`config.mk`:
```
export PLATFORM = sky130hd
export DESIGN_NAME = ede_cell
export DESIGN_NICKNAME = d
export VERILOG_FILES = /design/src/design/ede_pkg.sv /design/src/design/ede_cell.sv
export SDC_FILE = /design/constraint.sdc
export NUM_CORES = 1
export LEC_CHECK = 0
export BUFFER_PORTS_ARGS = -buffer_cell sky130_fd_sc_hd__buf_2
export CORE_ASPECT_RATIO = 0.5
export CORE_MARGIN = 5
export CORE_UTILIZATION = 35
export DETAILED_ROUTE_END_ITERATION = 16
export PLACE_DENSITY_LB_ADDON = 0.05
export RECOVER_POWER = 100
export SYNTH_ARGS = -nofsm -noshare
export SYNTH_HDL_FRONTEND = slang
export SYNTH_SLANG_ARGS = --single-unit
```
`constraint.sdc`:
```
create_clock -name clk -period 5 [get_ports clk]
set_clock_uncertainty 0.1 [all_clocks]
set_input_delay 0.25 -clock clk [delete_from_list [all_inputs] [get_ports clk]]
set_output_delay 0.25 -clock clk [all_outputs]
set_load 0.005 [all_outputs]
```
`src/design/ede_pkg.sv`:
```
// edit distance engine package: request actions, controller states, cell control group
// and payload widths. no dependencies.
`timescale 1ns / 1ps
`default_nettype none

package ede_pkg;

  localparam int ACTION_BITS = 2;
  localparam int SYMBOL_IN_BITS = 8;
  localparam int DIST_BITS = 8;
  localparam logic [DIST_BITS-1:0] DIST_MAX = 8'hFF;

  typedef enum logic [ACTION_BITS-1:0] {
    ACT_FIRST   = 2'd0,
    ACT_SECOND  = 2'd1,
    ACT_COMPUTE = 2'd2
  } action_t;

  typedef enum logic [1:0] {
    ST_IDLE,
    ST_FEED,
    ST_DRAIN,
    ST_DONE
  } state_t;

  typedef struct packed {
    logic load;
    logic init;
    logic clear;
  } cell_ctl_t;

endpackage

`default_nettype wire

```
`src/design/ede_cell.sv`:
```
// one column cell of the edit distance chain: holds one symbol of the second string
// and its column cost, and passes first-string symbols rightward. depends on ede_pkg.
`timescale 1ns / 1ps
`default_nettype none

module ede_cell #(
  parameter int SB    = 8,
  parameter int CW    = 8,
  parameter int INDEX = 1
) (
  input  wire logic              clk,
  input  wire logic              rst,
  input  wire ede_pkg::cell_ctl_t ctl,
  input  wire logic [SB-1:0]     load_sym,
  input  wire logic [CW-1:0]     second_len,
  input  wire logic [SB-1:0]     a_in,
  input  wire logic              v_in,
  input  wire logic [CW-1:0]     left_in,
  input  wire logic [CW-1:0]     diag_in,
  output logic [SB-1:0]          a_out,
  output logic                   v_out,
  output logic [CW-1:0]          left_out,
  output logic [CW-1:0]          diag_out
);

  logic [SB-1:0] sym;
  logic          used;
  logic [CW-1:0] cost;
  logic [CW-1:0] cost_next;
  logic [CW-1:0] m2;
  logic [CW-1:0] m3;

  always_comb begin
    m2 = (diag_in < left_in) ? diag_in : left_in;
    m3 = (m2 < cost) ? m2 : cost;
    if (!used) begin
      // past the end of the second string: carry the score through
      cost_next = left_in;
    end else if (a_in == sym) begin
      cost_next = diag_in;
    end else begin
      cost_next = m3 + CW'(1);
    end
  end

  always_ff @(posedge clk) begin
    if (rst) begin
      used  <= 1'b0;
      v_out <= 1'b0;
    end else begin
      if (ctl.clear) begin
        used <= 1'b0;
      end else if (ctl.load && (second_len == CW'(INDEX - 1))) begin
        used <= 1'b1;
      end
      v_out <= v_in;
    end
  end

  always_ff @(posedge clk) begin
    if (ctl.load && (second_len == CW'(INDEX - 1))) begin
      sym <= load_sym;
    end
    a_out <= a_in;
    if (ctl.init) begin
      cost <= used ? CW'(INDEX) : second_len;
    end else if (v_in) begin
      cost     <= cost_next;
      diag_out <= cost;
    end
  end

  assign left_out = cost;

endmodule

`default_nettype wire

```
Word level (Yosys, flattened, before mapping):

Index checks and enable logic that the tools add are counted.

* reductions and logical operators: 5
* muxes and demuxes: 7
* eq/ne operators: 1
* add/subtract/negate cells: 1
* bitwise operators: 1
* order comparisons: 2

Operators by type and width (number)
* $mux W8: 7
* $lt A8 B8 Y1: 2
* $add A8 B1 Y8 const B: 1
* $eq A8 B8 Y1: 1
* $logic_not A8 Y1: 1
* $reduce_and A2 Y1: 1
* $reduce_bool A2 Y1: 1
* $reduce_or A2 Y1: 1
* $logic_and A1 B1 Y1: 1
* $not A1 Y1: 1

* register bits after elaboration: 34
* word-level logic and storage cells: 23
* input bits: 46
* output and inout bits: 25

Logic depth before layout (Yosys ltp):

Gate-level depths: netlist (run 1).

* word-level depth: 9
* depth in mapped cells: 23
* mapped depth without buffers: 21

Worst setup path after synthesis (run 1):

Ideal clock, no wire load.

* path kind: input to register
* start point: in left_in[7]
* end point: reg cost[6] (netlist: left_out[6]) (data pin)
* required time: 4.641 ns
* setup time: 0.259 ns
* setup slack: -0.001 ns
* buffers on the path: 2
* cell stages on the path: 21
* arrival time: 4.642 ns
* cells stage by stage: inv_1 -> ha_1 -> and2_1 -> o2111ai_1 -> o21ai_1 -> clkbuf_1 -> mux2_2 -> ha_1 -> a211o_1 -> or4_1 -> o31a_1 -> buf_6 -> a21oi_1 -> ha_1 -> and3_1 -> nand3_1 -> xnor2_1 -> nor2_1 -> a211oi_2 -> a21oi_1 -> o21ai_2

* word-level cells in the longest chain between the ends: 9

Ends and longest elaborated chain
* start: declaration: RTL line ede_cell.sv:18 `input wire logic [CW-1:0] left_in,`
* $lt A8 B8 Y1: RTL line ede_cell.sv:34 `m2 = (diag_in < left_in) ? diag_in : left_in;`
* $mux W8 (*): RTL line ede_cell.sv:34
* $lt A8 B8 Y1: RTL line ede_cell.sv:35 `m3 = (m2 < cost) ? m2 : cost;`
* $mux W8 (*): RTL line ede_cell.sv:35
* $add A8 B1 Y8 (*): RTL line ede_cell.sv:42 `cost_next = m3 + CW'(1);`
* $mux W8 (*): RTL line ede_cell.sv:39 `end else if (a_in == sym) begin`
* $mux W8 (*): RTL line ede_cell.sv:36 `if (!used) begin`
* $mux W8 (*): RTL line ede_cell.sv:67 `end else if (v_in) begin`
* $mux W8 (*): RTL line ede_cell.sv:65 `if (ctl.init) begin`
* end signal: assignment: RTL line ede_cell.sv:66 `cost <= used ? CW'(INDEX) : second_len;`
* end signal: assignment: RTL line ede_cell.sv:68 `cost <= cost_next;`
* end: declaration: RTL line ede_cell.sv:28 `logic [CW-1:0] cost;`

Mark *: on every way between the ends. The rest lies on a longest branch, timed or not. The select of a mux whose other input is x is not followed.
A chain may end at the register's enable or synchronous reset.

Final worst setup path (run 1):

Same ends and word-level chain as after synthesis.

==> results of run 1 <==
[final cells by class]
cell class | instances | area [µm²] | share of cell area (%)
multi-input cells | 159 | 1180 | 42.1
flip-flops and latches | 34 | 921 | 33.0
repair buffers | 77 | 379 | 13.6
clock buffers | 7 | 143 | 5.11
well taps | 88 | 110 | 3.94
inverters | 16 | 60.1 | 2.15
clock inverters | 1 | 5.00 | 0.179
[how the worst min path moves through the flow]
| stage | startpoint | to | slack, ns | cells past startpoint |
|---|---|---|---|---|
| 6_report | a_in[1] | a_out[1]$_DFF_P_ | 0.03 | 1 |
| 5_1_grt | a_in[4] | a_out[4]$_DFF_P_ | 0.02 | 1 |
| 4_1_cts | a_in[7] | a_out[7]$_DFF_P_ | 0.002 | 1 |
| 3_5_place_dp | a_in[5] | a_out[5]$_DFF_P_ | 0.28 | 1 |
| 3_3_place_gp | a_in[1] | a_out[1]$_DFF_P_ | 0.28 | 1 |
| 2_1_floorplan | a_in[0] | a_out[0]$_DFF_P_ | 0.18 | 0 |
[critical path: stages]
cell and delay, ns:
buf_2 0.10, inv_1 0.06, ha_1 0.29, and2_1 0.17, o2111ai_1 0.16, o21ai_1 0.32, buf_4 0.27, mux2_2 0.36
ha_1 0.29, a21oi_1 0.12, o21ai_0 0.10, or4_1 0.44, o31a_1 0.36, a21oi_1 0.17, ha_1 0.24, and3_1 0.22
nand3_1 0.10, xnor2_1 0.13, nor2_1 0.08, a211oi_1 0.05, a21oi_1 0.15, o21ai_2 0.06
[power by group through the flow]
stage	logic, µW	clock network [µW]	registers [µW]
floorplan	135	0	335
global placement	210	0	335
detailed placement	210	0	336
CTS	213	306	330
global route	235	322	332
finish	208	296	330
[stage by stage]
stage / instance area, µm² / power [µW] / util, %
6_report: 2790 / 834 / 46.1
5_1_grt: 2790 / 889 / 46.1
4_1_cts: 2830 / 850 / 46.7
3_5_place_dp: 2660 / 546 / 43.9
3_3_place_gp: 2660 / 545 / 43.9
2_1_floorplan: 2190 / 470 / -
[cells by family (layout without fill, tap and decap cells)]
group	Yosys count	in the layout	synth area share, %
muxes	19	19	9.21
AOI/OAI and AO/OA	44	44	12.9
adders and majority gates	15	15	8.58
xor gates and xnor gates	24	24	9.61
DFF	34	34	42.1
buffers and inverters	21	101	3.94
and+or+nand+nor	57	57	13.7
[synthesized netlist by cell type, drive strengths merged]
| cell | instances | area share (%) |
|---|---|---|
| a211o | 1 | 0.40 |
| a211oi | 5 | 1.9 |
| a21o | 3 | 1.0 |
| a21oi | 10 | 2.3 |
| a31oi | 6 | 1.7 |
| and2 | 2 | 0.57 |
| and3 | 4 | 1.1 |
| and4 | 1 | 0.40 |
| buf | 2 | 0.69 |
| clkbuf | 3 | 0.51 |
| dfxtp | 10 | 9.1 |
| edfxtp | 24 | 33 |
| ha | 15 | 8.6 |
| inv | 16 | 2.7 |
| mux2 | 9 | 4.6 |
| mux2i | 10 | 4.6 |
| nand2 | 6 | 1.0 |
| nand2b | 4 | 1.1 |
| nand3 | 10 | 2.3 |
| nand3b | 1 | 0.34 |
| nor2 | 14 | 2.4 |
| nor2b | 2 | 0.57 |
| nor3 | 4 | 0.91 |
| nor4 | 4 | 1.1 |
| o2111ai | 1 | 0.40 |
| o21a | 3 | 1.0 |
| o21ai | 12 | 2.9 |
| o221a | 1 | 0.51 |
| o22ai | 1 | 0.29 |
| o31a | 1 | 0.40 |
| or2 | 2 | 0.57 |
| or3 | 2 | 0.80 |
| or4 | 1 | 0.34 |
| xnor2 | 13 | 5.2 |
| xor2 | 11 | 4.4 |
[layer usage]
layer  track usage (%)  wire [µm]  part of all wire (%)  up-vias
met5                 0          0                     0        -
met4              3.49         27                  0.48        0
met3              4.02        344                   6.1        2
met2              22.7       2310                    41       53
met1              20.8       2960                    52      812
li1                  -          -                     -      940
[flip-flops by register name (all words and copies together), names as in the netlist]
name / cells
diag_out: 8
sym: 8
a_out: 8
left_out: 8
used: 1
v_out: 1
==> results by group, run 1 <==
STA
  • Final Setup Violations: 0
  • Slew of the pin with the lowest slew margin: 0.733 ns
  • Setup_tns: 0 ns
  • Max-slew violations: 0
  • Final worst-path cycle share: 91.6%
  • Peak Freq: roughly 0.22 GHz
  • Final worst slack: 0.419 ns
  • Unrepaired setup endpoints after global routing: no
  • Slew headroom: just over 50%
  • Hold slack: 0.0309 ns
  • Final hold vios: 0
  • Clock period minus worst slack: 4.58 ns

Layout
  • Post-route insts no fill: 382
  • Area Growth Syn to Fin: 27.7%
  • Most frequent cells in the layout: 48 x buf_2, 24 x clkbuf_1, 24 x edfxtp_1, 16 x inv_1, 15 x ha_1
  • Share of cells above drive strength 1: 23.8%
  • Commonest non-fill, non-tap cell in the layout: buf_2
  • Antenna cells: 0
  • FILL cells: 628
  • Net count reported at finish: 354

Global route
  • First-pass GRT wire length: between 9 and 10 mm
  • Grt total ovfl: 0
  • Pin count of the biggest net entering global routing: 19
  • Tot GR Track Use: 14.8%
  • Vias in the first global route: 1804
  • Initial antenna violation count: 0

Routing
  • Post-route DRC violation count: 0
  • Antenna Nets Post-Route: 0
  • Via Count: 1807
  • Pre-antenna DRT Iters: 4
  • Vias/cell: 4.73
  • Drt wl/cell: 14.8 µm
  • Drt first-iter violations: a little over 80
  • Post-Route WL: 5.65 mm

Synth
  • Yosys reg bits: 34
  • Post-Syn Instances: 214
  • Avg Cell Area, Syn: slightly above 10 µm²
  • Syn Std Cell Area: 0.00219 mm²
  • Syn nets: approximately 280
  • Unique masters post-synth: 41
  • Yosys warns: 0
  • Seq/Total Area, Yosys: 42.1%

Clock network
  • Max clock buf depth: 2
  • Num CTS Buffers: 5
  • Max H-tree Level: 2
  • CTS Hold Bufs: 2
  • Clock-pin slew on the worst setup and hold paths: 0.05 ns
  • Clock sinks: 34
  • CTS tree: built
  • Clock Latency Late Sink: 0.27 ns
  • Post-CTS Repair Setup Buffers: 0
  • CTS-repair resized insts: 0
  • Clock root cell: clkbuf_16

Place
  • DPL Wire Length: 4.68 mm
  • PortBufs: 70
  • Placement Setup Slack: 0.135 ns
  • Routability cong.: 0.864
  • Dpl cells: 371

Worst setup path
  • Reg2reg start: left_out[3]$_DFFE_PP_
  • Crit path max fanout: 13
  • Required time worst endpoint: 4.92 ns
  • Critical Path AT: 4.50 ns
  • Crit Path Category: in2reg
  • Reg-to-reg endpoint: left_out[6]$_DFFE_PP_
  • Worst setup path endpoint: left_out[6]$_DFFE_PP_
  • CP Capture Type: register
  • CP Launch Type: primary input
  • Reg2Reg Depth: 14
  • Flop2flop setup slack: around 1.4 ns
  • CP startpoint: left_in[7]

Power and ir drop
  • Max VDD drop: about 0.00012 V
  • Int Pwr: 612 µW
  • Switching power: roughly 220 µW
  • Sw frac: 26.6%
  • Sequential power share: 39.6%
  • Logic pwr share: about a quarter
  • Clk pwr share: 35.5%
  • P_leak: 0.00120 µW
  • PD cells: 298 mW/mm²

Floorplanning
  • Initial Utilization: 36.1%
  • Rows: 20
  • Die W: approximately 120 µm
  • Die height: ~66 µm
  • Io pins: between 70 and 80
  • Core area: 0.00606 mm²
  • DIE AREA: 0.00803 mm²

Run status
  • Status: finished clean

Flow run
  • Max Cap Viol: 0

Hold path
  • Worst hold path class: in2reg
Power figures use the tool's default switching activity.
==> run 2, diff against run 1 <==
- MAX_ROUTING_LAYER: default -> met4
==> run 2 against run 1 <==
Compared with the run above: die area unchanged; wire length up 0.21%; global-route usage up 0.37 points; core utilization unchanged; first-iteration DRC count down 1.2%; fmax about the same; sequential share of layout area unchanged; final cell count unchanged; count of clock-buffer cells in the layout unchanged; largest cell class unchanged; largest power group unchanged; highest routed layer unchanged.
==> results by group, run 2 (synthesis gave the netlist of run 1 again) <==
STA
  • Max-slew violations: 0 (unchanged)
  • Setup_tns: 0 ns (unchanged)
  • Unrepaired setup endpoints after global routing: no
  • Hold slack: 0.0282 ns (-0.00269 ns)
  • Final Setup Violations: 0 (unchanged)
  • Final hold vios: 0 (unchanged)
  • Peak Freq: 0.218 GHz (about the same)
  • Final worst slack: 0.422 ns (+0.00276 ns)
  • Clock period minus worst slack: 4.58 ns (-0.00276 ns)
  • Final worst-path cycle share: 91.6% (about the same)
  • Slew of the pin with the lowest slew margin: 0.733 ns (-0.000485 ns)
  • Slew headroom: 51.1% (about the same)

Flow run
  • Max Cap Viol: 0 (unchanged)

Power and ir drop
  • P_leak: 0.00120 µW (unchanged)
  • PD cells: 299 mW/mm² (+0.20%)
  • Max VDD drop: 0.000118 V (-0.33%)

Worst setup path
  • CP Capture Type: register
  • Critical Path AT: 4.50 ns (about the same)
  • CP Launch Type: primary input
  • Reg2Reg Depth: 14 (unchanged)
  • Required time worst endpoint: 4.92 ns (about the same)
  • Crit path max fanout: 13 (unchanged)
  • Reg2reg start: left_out[3]$_DFFE_PP_
  • Flop2flop setup slack: 1.43 ns (about the same)
  • Crit Path Category: in2reg
  • Reg-to-reg endpoint: left_out[6]$_DFFE_PP_

Floorplanning
  • Die W: 122 µm (unchanged)
  • Io pins: 71 (unchanged)
  • Initial Utilization: 36.1% (unchanged)
  • Die height: 65.9 µm (unchanged)
  • Core area: 0.00606 mm² (unchanged)
  • DIE AREA: 0.00803 mm² (unchanged)
  • Rows: 20 (unchanged)

Place
  • Placed cell area: 0.00266 mm² (unchanged)
  • DPL Wire Length: 4.68 mm (unchanged)
  • Routability cong.: 0.878 (+1.6%)
  • Placement Setup Slack: 0.135 ns (unchanged)
  • PortBufs: 70 (unchanged)

Layout
  • Antenna cells: 0 (unchanged)
  • Final Instance Area: 0.00279 mm² (unchanged)
  • Most frequent cells in the layout: 48 x buf_2, 24 x clkbuf_1, 24 x edfxtp_1, 16 x inv_1, 15 x ha_1
  • Commonest non-fill, non-tap cell in the layout: buf_2
  • Share of cells above drive strength 1: 23.8% (unchanged)
  • Net count reported at finish: 354 (unchanged)
  • Area Growth Syn to Fin: 27.7% (unchanged)

Global route
  • Vias in the first global route: 1807 (+0.17%)
  • Initial antenna violation count: 0 (unchanged)
  • Tot GR Track Use: 15.2% (+0.37 points)
  • Pin count of the biggest net entering global routing: 19 (unchanged)
  • Grt total ovfl: 0 (unchanged)
  • First-pass GRT wire length: 9.14 mm (-0.15%)

Clock network
  • Post-CTS Repair Setup Buffers: 0 (unchanged)
  • Num CTS Buffers: 5 (unchanged)
  • CTS tree: built
  • Clock root cell: clkbuf_16
  • Clock Latency Late Sink: 0.27 ns (about the same)
  • Max clock buf depth: 2 (unchanged)
  • Clock sinks: 34 (unchanged)
  • Max H-tree Level: 2 (unchanged)
  • Clock-pin slew on the worst setup and hold paths: 0.05 ns (about the same)

Routing
  • Via Count: 1826 (+1.1%)
  • Antenna Nets Post-Route: 0 (unchanged)
  • Post-Route WL: 5.66 mm (+0.21%)
  • Pre-antenna DRT Iters: 4 (unchanged)
  • Drt first-iter violations: 81 (-1.2%)
  • Post-route DRC violation count: 0 (unchanged)
  • Drt wl/cell: 14.8 µm (+0.21%)
  • Vias/cell: 4.78 (+1.1%)

Hold path
  • Worst hold path class: in2reg
  • Worst Hold End: a_out[1]$_DFF_P_
  • Hold path depth: 1 (unchanged)
  • HP Start: a_in[1]

Run status
  • Status: finished clean
-- run 2: worst max-delay path by stage --
stage                     from                     to  slack, ns  depth (start not counted)
global route        left_in[7]  left_out[6]$_DFFE_PP_       0.02                         22
finish              left_in[7]  left_out[6]$_DFFE_PP_       0.42                         22
CTS                 left_in[7]  left_out[6]$_DFFE_PP_       0.39                         22
detailed placement  left_in[7]  left_out[6]$_DFFE_PP_       0.14                         22
global placement    left_in[6]  left_out[6]$_DFFE_PP_       0.21                         22
floorplan           left_in[7]  left_out[6]$_DFFE_PP_       0.12                         21
-- run 2: routing by layer --
metal,vias to the layer above,part of all wire [%],track usage [%]
li1,941,-,-
met1,821,52,21.0
met2,58,40,22.6
met3,6,6.5,3.08
met4,0,1.0,4.33
met5,-,0,-
-- run 2: stage by stage --
| stage | power (µW) | std cells | util [%] |
|---|---|---|---|
| floorplan | 470 | 214 | - |
| global placement | 545 | 371 | 43.9 |
| detailed placement | 546 | 371 | 43.9 |
| CTS | 850 | 381 | 46.7 |
| global route | 889 | 382 | 46.1 |
| finish | 836 | 382 | 46.1 |
-- run 2: report_power, final --
part	internal [µW]	switching, µW	total [µW]
clock network	197	101	297
logic	96.0	112	208
registers	320	10.8	330
-- run 2: layout make-up --
class                   count  area, µm²
flip-flops and latches     34        921
multi-input cells         159       1180
repair buffers             77        379
inverters                  16       60.1
fillers                   628       3260
clock inverters             1       5.00
clock buffers               7        143
well taps                  88        110
-- run 2: timing repair --
item,in CTS,in global routing
resized for setup,0,0
hold buffers,2,1
endpoints found under the hold margin,2,1
-- run 2: worst max-delay path: stages --
cell	delay, ns
buf_2	0.10
inv_1	0.06
ha_1	0.29
and2_1	0.17
o2111ai_1	0.16
o21ai_1	0.32
buf_4	0.27
mux2_2	0.36
ha_1	0.29
a21oi_1	0.12
o21ai_0	0.09
or4_1	0.44
o31a_1	0.36
a21oi_1	0.17
ha_1	0.24
and3_1	0.22
nand3_1	0.10
xnor2_1	0.13
nor2_1	0.08
a211oi_1	0.05
a21oi_1	0.15
o21ai_2	0.06
==> run 3, diff against run 2 <==
- ABC_AREA: default -> 1
==> run 3 against run 2 <==
Compared with the run above: combinational power is 8% higher; largest power group unchanged; flip-flop and latch count stayed put; sequential power hardly changed; largest cell class unchanged; hold slack worse by 0.0030 ns; non-clock buffer count is 3 lower; via count is 5.7% higher; global-route usage is 0.30 points higher; synthesized area is 3.6% lower; first-iteration DRC count is 120% higher; register-to-register slack better by 0.43 ns; synthesized cell count is 21% higher.
==> results by group, run 3 <==
Synth
  • Unique masters post-synth: 28 (-32%)
  • Post-Syn Instances: 259 (+21%)
  • Seq/Total Area, Yosys: 43.7% (+1.6 points)
  • Syn Std Cell Area: 0.00211 mm² (-3.6%)
  • Top cell type's share of synthesized area: 34.2% (+1.2 points)
  • Async SR Flop Fraction: 0% (unchanged)
  • Post-synth top cells: 77 x nand2_1, 32 x inv_1, 24 x edfxtp_1, 19 x nand3_1, 17 x nor2_1
  • Synth area leaders: edfxtp_1 34%, nand2_1 14%, dfxtp_1 9.5%, ha_1 8.9%, inv_1 5.7%
  • Top FF cell, synth: edfxtp_1
  • Post-synth top area cell: edfxtp_1
  • Most frequent cell after synthesis: nand2_1
  • Yosys reg bits: 34 (unchanged)
  • Yosys warns: 0 (unchanged)
  • Syn nets: 320 (+16%)
  • Avg Cell Area, Syn: 8.14 µm² (-20%)
  • Post-synth EDFFs: 24 (unchanged)

STA
  • Slew headroom: 47.9% (-3.2 points)
  • Final worst-path cycle share: 78.4% (-13 points)
  • Max-slew violations: 0 (unchanged)
  • Slew of the pin with the lowest slew margin: 0.780 ns (+0.0473 ns)
  • Peak Freq: 0.255 GHz (+17%)
  • Final Setup Violations: 0 (unchanged)
  • Setup_tns: 0 ns (unchanged)
  • Clock period minus worst slack: 3.92 ns (-0.659 ns)
  • Final hold vios: 0 (unchanged)
  • Unrepaired setup endpoints after global routing: no

Place
  • PortBufs: 70 (unchanged)
  • Routability cong.: 0.911 (+3.8%)
  • DPL Wire Length: 4.71 mm (+0.48%)
  • Placed cell area: 0.00255 mm² (-4.2%)

Worst setup path
  • CP Capture Type: register
  • Crit path max fanout: 15 (+2)
  • Critical Path AT: 3.84 ns (-0.66 ns)
  • Crit path top cell by count: nand2_1
  • CP max-delay cell: a211oi_2
  • Flop2flop setup slack: 1.86 ns (+0.43 ns)
  • Required time worst endpoint: 4.92 ns (about the same)
  • Critical path's largest stage delay: 0.62 ns (+0.18 ns)
  • Buf/Inv on CP: 4 (+1)
  • CP Launch Type: primary input
  • CP delay by family, top: simple AND/OR/NAND/NOR gates
  • Crit Path Category: in2reg

Layout
  • Net count reported at finish: 398 (+12%)
  • Final Instance Area: 0.00267 mm² (-4.5%)
  • Share of cells above drive strength 1: 20.1% (-3.7 points)
  • Antenna cells: 0 (unchanged)
  • Area Growth Syn to Fin: 26.5%
  • Commonest non-fill, non-tap cell in the layout: nand2_1
  • Most frequent cells in the layout: 80 x nand2_1, 47 x buf_2, 32 x inv_1, 25 x clkbuf_1, 24 x edfxtp_1

Floorplanning
  • Die height: 64.9 µm (-1.5%)
  • Io pins: 71 (unchanged)
  • Rows: 20 (unchanged)
  • Die W: 120 µm (-1.7%)
  • Initial Utilization: 35.4% (-0.72 points)
  • DIE AREA: 0.00777 mm² (-3.2%)
  • Core area: 0.00596 mm² (-1.7%)

Global route
  • Initial antenna violation count: 0 (unchanged)
  • Tot GR Track Use: 15.5% (+0.30 points)
  • Grt total ovfl: 0 (unchanged)
  • First-pass GRT wire length: 9.24 mm (+1.1%)
  • Pin count of the biggest net entering global routing: 16 (-3)
  • Vias in the first global route: 1864 (+3.2%)

Routing
  • Via Count: 1930 (+5.7%)
  • Drt wl/cell: 13.7 µm (-7.8%)
  • Post-route DRC violation count: 0 (unchanged)
  • Vias/cell: 4.65 (-2.7%)
  • Post-Route WL: 5.67 mm (+0.14%)
  • Drt first-iter violations: 177 (+120%)
  • Pre-antenna DRT Iters: 4 (unchanged)
  • Antenna Nets Post-Route: 0 (unchanged)

Clock network
  • Clock root cell: clkbuf_16
  • Post-CTS Repair Setup Buffers: 0 (unchanged)
  • Clock Latency Late Sink: 0.27 ns (about the same)
  • CTS-repair resized insts: 0 (unchanged)
  • CTS tree: built
  • Max H-tree Level: 2 (unchanged)
  • CTS Hold Bufs: 3 (+1)
  • Clock sinks: 34 (unchanged)
  • Max clock buf depth: 2 (unchanged)
  • Clock-pin slew on the worst setup and hold paths: 0.05 ns (about the same)
  • Num CTS Buffers: 5 (unchanged)

Hold path
  • Worst hold path class: in2reg

Flow run
  • Max Cap Viol: 0 (unchanged)

Run status
  • Status: finished clean

Power and ir drop
  • PD cells: 313 mW/mm² (+4.6%)
  • P_leak: 0.00131 µW (+8.6%)
  • Max VDD drop: 0.000125 V (+6.3%)
[run 3: changes by cell type after synthesis, sizes merged, moves of 6 or more]
cell / change
nand2: +85
inv: +16
xnor2: -13
mux2i: -10
nand3: +10
mux2: -9
a31oi: -6
nor2: +6
[run 3: final cells by class]
class                      count  area [µm²]
fill                         636        3290
multi-input combinational    189        1030
sequential                    34         921
timing repair buffer          74         355
clock buffer                   6         129
inverter                      33         124
tap                           77        96.3
clock inverter                 2        8.76
[run 3: path summary, 6_finish.rpt]
kind | from | end | depth (start not counted)
min reg2reg | left_out[7]$_DFFE_PP_ | diag_out[7]$_DFFE_PP_ | 0
max | left_in[3] | left_out[2]$_DFFE_PP_ | 25
min | a_in[5] | a_out[5]$_DFF_P_ | 1
max reg2reg | left_out[5]$_DFFE_PP_ | left_out[2]$_DFFE_PP_ | 15
[run 3: stage by stage]
stage | setup WS [ns] | power [µW] | hold WS (ns) | instances | utilization, %
3_3_place_gp | 1.10 | 559 | 0.277 | 404 | 42.8
5_1_grt | 0.482 | 896 | 0.0218 | 415 | 44.8
2_1_floorplan | 1.39 | 491 | 0.178 | 259 | -
3_5_place_dp | 1.04 | 563 | 0.278 | 404 | 42.8
6_report | 1.08 | 834 | 0.0251 | 415 | 44.8
4_1_cts | 1.32 | 853 | 0.00119 | 415 | 45.6
[run 3: cells by family after synthesis]
family                   count (synthesis)  synth area share, %
AO/OA/AOI/OAI                           27                 7.35
XOR/XNOR                                 8                 3.32
adder cells (fa/ha/maj)                 15                 8.90
buffers and inverters                   36                 6.64
flip-flops                              34                 43.7
AND/OR/NAND/NOR                        139                 30.1
[run 3: routing by layer]
layer	share of wire [%]	global-route usage, %
met5	0	-
met4	0.78	3.14
met3	6.6	3.23
met2	40	23.5
met1	52	21.6
[run 3: worst register-to-register path, stage by stage, from the launching register on]
cell and delay (ns):
edfxtp_1 0.43, inv_1 0.08, ha_1 0.31, a21oi_1 0.13, nor2_1 0.06, a211oi_2 0.62
nand3_1 0.16, nand2_1 0.17, ha_1 0.20, inv_1 0.05, nor2_1 0.15, o21ai_1 0.08
o211ai_1 0.11, o21ai_0 0.11, nand2_1 0.08, nand2_1 0.05
[run 3: power by group]
part	total (µW)	leakage, µW	internal (µW)	switching [µW]
clock	282	0.0000683	182	101
sequential	328	0.000314	318	10.0
combinational	224	0.000926	85.4	139
total	834	0.00131	585	249
